==> src/rtl/bcfe_pkg.sv <==
// ----------------------------------------------------------------------------
// bcfe_pkg: shared types and constants of the block cache
// Field widths, operation and register codes, stream packing, cell control.
// ----------------------------------------------------------------------------
package bcfe_pkg;

	localparam int OP_W     = 2;
	localparam int TAG_W    = 32;
	localparam int WIDX_IN_W = 6;
	localparam int DATA_W   = 64;
	localparam int CFG_W    = 7;
	localparam int CFG_IDX_W = 1;

	// Input stream: op, block_number, word_index, data_word (104 bits, whole bytes)
	localparam int IN_TDATA_W  = 104;
	// Output stream: read_word, status, zero fill to 72 bits
	localparam int OUT_TDATA_W = 72;

	localparam logic [OP_W-1:0] OP_READ   = 2'd0;
	localparam logic [OP_W-1:0] OP_WRITE  = 2'd1;
	localparam logic [OP_W-1:0] OP_DELETE = 2'd2;

	localparam logic [CFG_IDX_W-1:0] REG_WORDS_PER_BLOCK = 1'd0;
	localparam logic [CFG_IDX_W-1:0] REG_CAPACITY_LIMIT  = 1'd1;

	localparam logic [CFG_W-1:0] WORDS_RESET    = 7'd64;
	localparam logic [CFG_W-1:0] CAPACITY_RESET = 7'd51;

	localparam logic STATUS_OK   = 1'b0;
	localparam logic STATUS_MISS = 1'b1;

	// Per-cell control: drop marks the cell to remove, load marks the insert cell
	typedef struct packed {
		logic drop;
		logic load;
	} cell_ctl_t;

endpackage

==> src/rtl/bcfe_cell.sv <==
// ----------------------------------------------------------------------------
// bcfe_cell: one entry of the age-ordered tag chain
// Holds valid, tag and memory row; shifts down from its upper neighbor on a drop.
// ----------------------------------------------------------------------------
module bcfe_cell
	import bcfe_pkg::*;
#(
	parameter int SLOT_W = 6,
	parameter int INDEX  = 0
) (
	input  logic              clk,
	input  logic              arst_n,
	input  cell_ctl_t         ctl,
	input  logic [TAG_W-1:0]  key,
	input  logic              above_in,
	output logic              above_out,
	input  logic              nb_valid,
	input  logic [TAG_W-1:0]  nb_tag,
	input  logic [SLOT_W-1:0] nb_slot,
	output logic              valid,
	output logic [TAG_W-1:0]  tag,
	output logic [SLOT_W-1:0] slot,
	output logic              match
);

	logic              valid_q;
	logic [TAG_W-1:0]  tag_q;
	logic [SLOT_W-1:0] slot_q;
	logic              shift;

	// cells at or above the dropped one take their neighbor's contents
	assign above_out = above_in | ctl.drop;
	assign shift     = above_out;

	always_ff @(posedge clk or negedge arst_n) begin
		if (!arst_n) begin
			valid_q <= 1'b0;
			slot_q  <= SLOT_W'(INDEX);
		end else if (shift) begin
			valid_q <= nb_valid;
			slot_q  <= nb_slot;
		end else if (ctl.load) begin
			valid_q <= 1'b1;
		end
	end

	always_ff @(posedge clk) begin
		if (shift) begin
			tag_q <= nb_tag;
		end else if (ctl.load) begin
			tag_q <= key;
		end
	end

	assign valid = valid_q;
	assign tag   = tag_q;
	assign slot  = slot_q;
	assign match = valid_q && (tag_q == key);

endmodule

==> config.mk <==
export PLATFORM = sky130hd
export DESIGN_NAME = bcfe_cell
export DESIGN_NICKNAME = d
export VERILOG_FILES = /design/src/rtl/bcfe_pkg.sv /design/src/rtl/bcfe_cell.sv
export SDC_FILE = /design/constraint.sdc
export NUM_CORES = 1
export LEC_CHECK = 0
export ABC_AREA = 1
export ABC_CLOCK_PERIOD_IN_PS = 1100
export BUFFER_PORTS_ARGS = -buffer_cell sky130_fd_sc_hd__buf_2
export CAP_MARGIN = 20
export CORE_MARGIN = 5
export CORE_UTILIZATION = 45
export CTS_CLUSTER_DIAMETER = 80
export DETAILED_ROUTE_END_ITERATION = 6
export PLACE_DENSITY = 0.8
export SYNTH_ARGS = -nofsm -noshare
export SYNTH_HDL_FRONTEND = slang
export SYNTH_SLANG_ARGS = --single-unit
==> constraint.sdc <==
create_clock -name clk -period 1.1 [get_ports clk]
set_input_delay 0.165 -clock clk [delete_from_list [all_inputs] [get_ports clk]]
set_output_delay 0.165 -clock clk [all_outputs]
set_load 0.05 [all_outputs]
==> summary.txt <==
Timing
  – Final Critical Period: 1710 ps
  – Max-slew violations: 0
  – WHS: 65.4 ps
  – Final period util: 156%
  – Setup violations, final: 12
  – RSZ-0062 raised after global routing: true
  – Fmax: just under 0.6 GHz
  – Final hold violations: 0
  – Post-Route Skew: 0 ps
  – Final setup margin: -611 ps
  – Relative slew slack: 67.4%
  – Worst Tran Pin Value: 489 ps

Global routing
  – GRT Overall Usage: 19.6%
  – Number of global-route vias before repair: 2,188
  – Grt total ovfl: 0
  – Initial antenna violation count: 0
  – Global-route wire length before repair: a little under 10,000 um
  – Largest net degree at the start of global routing: 35

Clock network
  – CTS sink cnt: 39
  – Root buffer cell: clkbuf_8
  – CTS tree: yes
  – H-tree levels: 2
  – Clock transition at path regs: 70 ps
  – Longest Clk Path Bufs: 2
  – Worst-Skew Late Latency: 290 ps
  – CTS Buf Count: 5

Detailed routing
  – Wirelength, routed: 6580 um
  – DR iter-0 viols: 66
  – Via/cell ratio: 4.52
  – Vias after detailed routing: 2,216
  – Drt pass-1 iters: 4
  – DR WL/cell: 13.4 um
  – Antenna Nets Post-Route: 0
  – Number of remaining DRC errors: 0

Power
  – P_leak: 1.80 nW
  – Total power: 4.47 mW
  – Cell Pwr Density: around 1300 nW/um^2
  – Peak supply drop: 0.000854 V

Cells and area
  – ANT cells: 0
  – Filler cell count: 375
  – Nets: 498
  – Area of the multi-input gates: ~880 um^2
  – Layout cells sized above 1: 36.4%
  – Area growth syn-to-layout: 52.6%
  – Seq. cell area: 1140 um^2

Min path
  – Hold path endpoint: slot[1]$_DFFE_PN0N_
  – HP Class: in2reg
  – Hold Path Origin: nb_slot[1]
  – Hold Crit Depth: 3

Synth
  – Synth Cell Area: 2180 um^2
  – Yosys warnings: 0
  – Yosys reg bits: 39
  – Mean Syn Cell Area: 7.63 um^2
  – Number of distinct library cells after synthesis: 18
  – Register area share after synthesis: 52.1%
  – Syn_nets: around 360
  – Post-synthesis cell count: 286

Floorplanning
  – Initial Util: 46.2%
  – Chip width: 79.6 um
  – Core area: 4720 um^2
  – Die H: 79.6 um
  – Rows: 25
  – Top Ports: 117
  – Die area: 6340 um^2

Critical path
  – Arrival time at the worst endpoint: 1550 ps
  – CP Capture Type: primary output
  – Crit Path Class: reg2out
  – Depth of the worst register-to-register path: 3
  – Reg-to-reg startpoint: valid$_DFFE_PN0P_
  – WP data required: 940 ps
  – FF-to-FF End: valid$_DFFE_PN0P_
  – FF-to-FF setup slack: 340 ps
  – CP max FO: 3
  – CP Launch Type: register

Place
  – I/O Buffers: about 120
  – HPWL after DPL: 4610 um
  – GP Congestion: between 0.8 and 0.9

Job
  – Max-cap violations: 0

Run status
  – Outcome: complete, but fails checks
  – Failing checks: negative setup slack
## where the power goes
group          internal, mW  total [mW]  leakage [nW]  switching (mW)
logic                 0.625        1.62          1.34           0.997
registers              1.78        1.90         0.420           0.122
clock network         0.445       0.940        0.0422           0.495
## placed cells by master (no fill, tap or decap), drive strengths merged, types with 2 or more instances in the layout
cell,count
nor2,20
clkbuf,14
o21ai,24
edfxtp,32
nand3,2
dfrtp,7
nand2,142
buf,129
inv,39
xnor2,9
## cell families after synthesis
family	after synthesis	share of synthesized area [%]
and+or+nand+nor	165	29.1
buffers and inverters	47	8.61
xor gates and xnor gates	10	4.02
DFF	39	52.1
AOI/OAI and AO/OA	25	6.20
## how the worst max path moves through the flow
stage | from | endpoint | slack, ps | depth (start not counted)
2_1_floorplan | tag[28]$_DFFE_PP_ | match | -500 | 8
3_3_place_gp | tag[5]$_DFFE_PP_ | match | -400 | 8
3_5_place_dp | tag[5]$_DFFE_PP_ | match | -410 | 8
4_1_cts | tag[21]$_DFFE_PP_ | match | -590 | 8
5_1_grt | tag[5]$_DFFE_PP_ | match | -710 | 8
6_report | tag[15]$_DFFE_PP_ | match | -610 | 8
## worst max-delay path, stage by stage (launching register included)
cell and delay, ps:
edfxtp_1 440, nand2_1 100, nand2_1 50, nor2_1 100
nand2_1 60, nor2_1 120, nand3_2 120, nor2_4 110
buf_8 150
## repair_timing
item                                   CTS  global route
gates cloned                             0             0
pin swaps                                2             2
resized for setup                       47            54
setup endpoints to repair               23            39
hold buffers                             1             0
endpoints found under the hold margin    7             0
setup buffers                            4             6
## synth_stat cells, drive strengths merged
library cell	count	share of area, %
nand2	142	24
inv	39	6.7
edfxtp	32	44
o21ai	24	5.9
nor2	20	3.8
xnor2	9	3.6
dfrtp	7	8.0
buf	6	1.5
clkbuf	2	0.34
nand3	2	0.46
o211ai	1	0.34
or2	1	0.40
xor2	1	0.40
## flip-flops by register name, summed over array words and instances, names as in the netlist
| name | count |
|---|---|
| tag | 32 |
| slot | 6 |
| valid | 1 |
## final cells by class
| type | count | area share (%) |
|---|---|---|
| flip-flops and latches | 39 | 34.1 |
| repair buffers | 137 | 29.9 |
| multi-input cells | 200 | 26.6 |
| inverters | 39 | 4.40 |
| well taps | 67 | 2.52 |
| clock buffers | 7 | 2.29 |
| clock inverters | 1 | 0.150 |
## metrics by stage
| step | setup slack, ps | utilization (%) | instances | cell area (um^2) | TNS (ps) |
|---|---|---|---|---|---|
| floorplan | -499 | - | 286 | 2190 | -1380 |
| finish | -611 | 70.4 | 490 | 3330 | -1290 |
| detailed placement | -407 | 62.1 | 477 | 2930 | -3160 |
| global placement | -397 | 62.1 | 477 | 2930 | -2870 |
| CTS | -587 | 67.2 | 487 | 3170 | -1090 |
| global route | -709 | 70.4 | 490 | 3330 | -1910 |
## per-layer routing
layer | vias up | part of all wire [%] | GRT usage [%]
li1 | 1143 | - | -
met1 | 975 | 39 | 22.8
met2 | 82 | 51 | 34.2
met3 | 16 | 6.4 | 4.85
met4 | 0 | 3.0 | 8.42
met5 | - | 0 | 0
(Power assumes the default switching activity.)
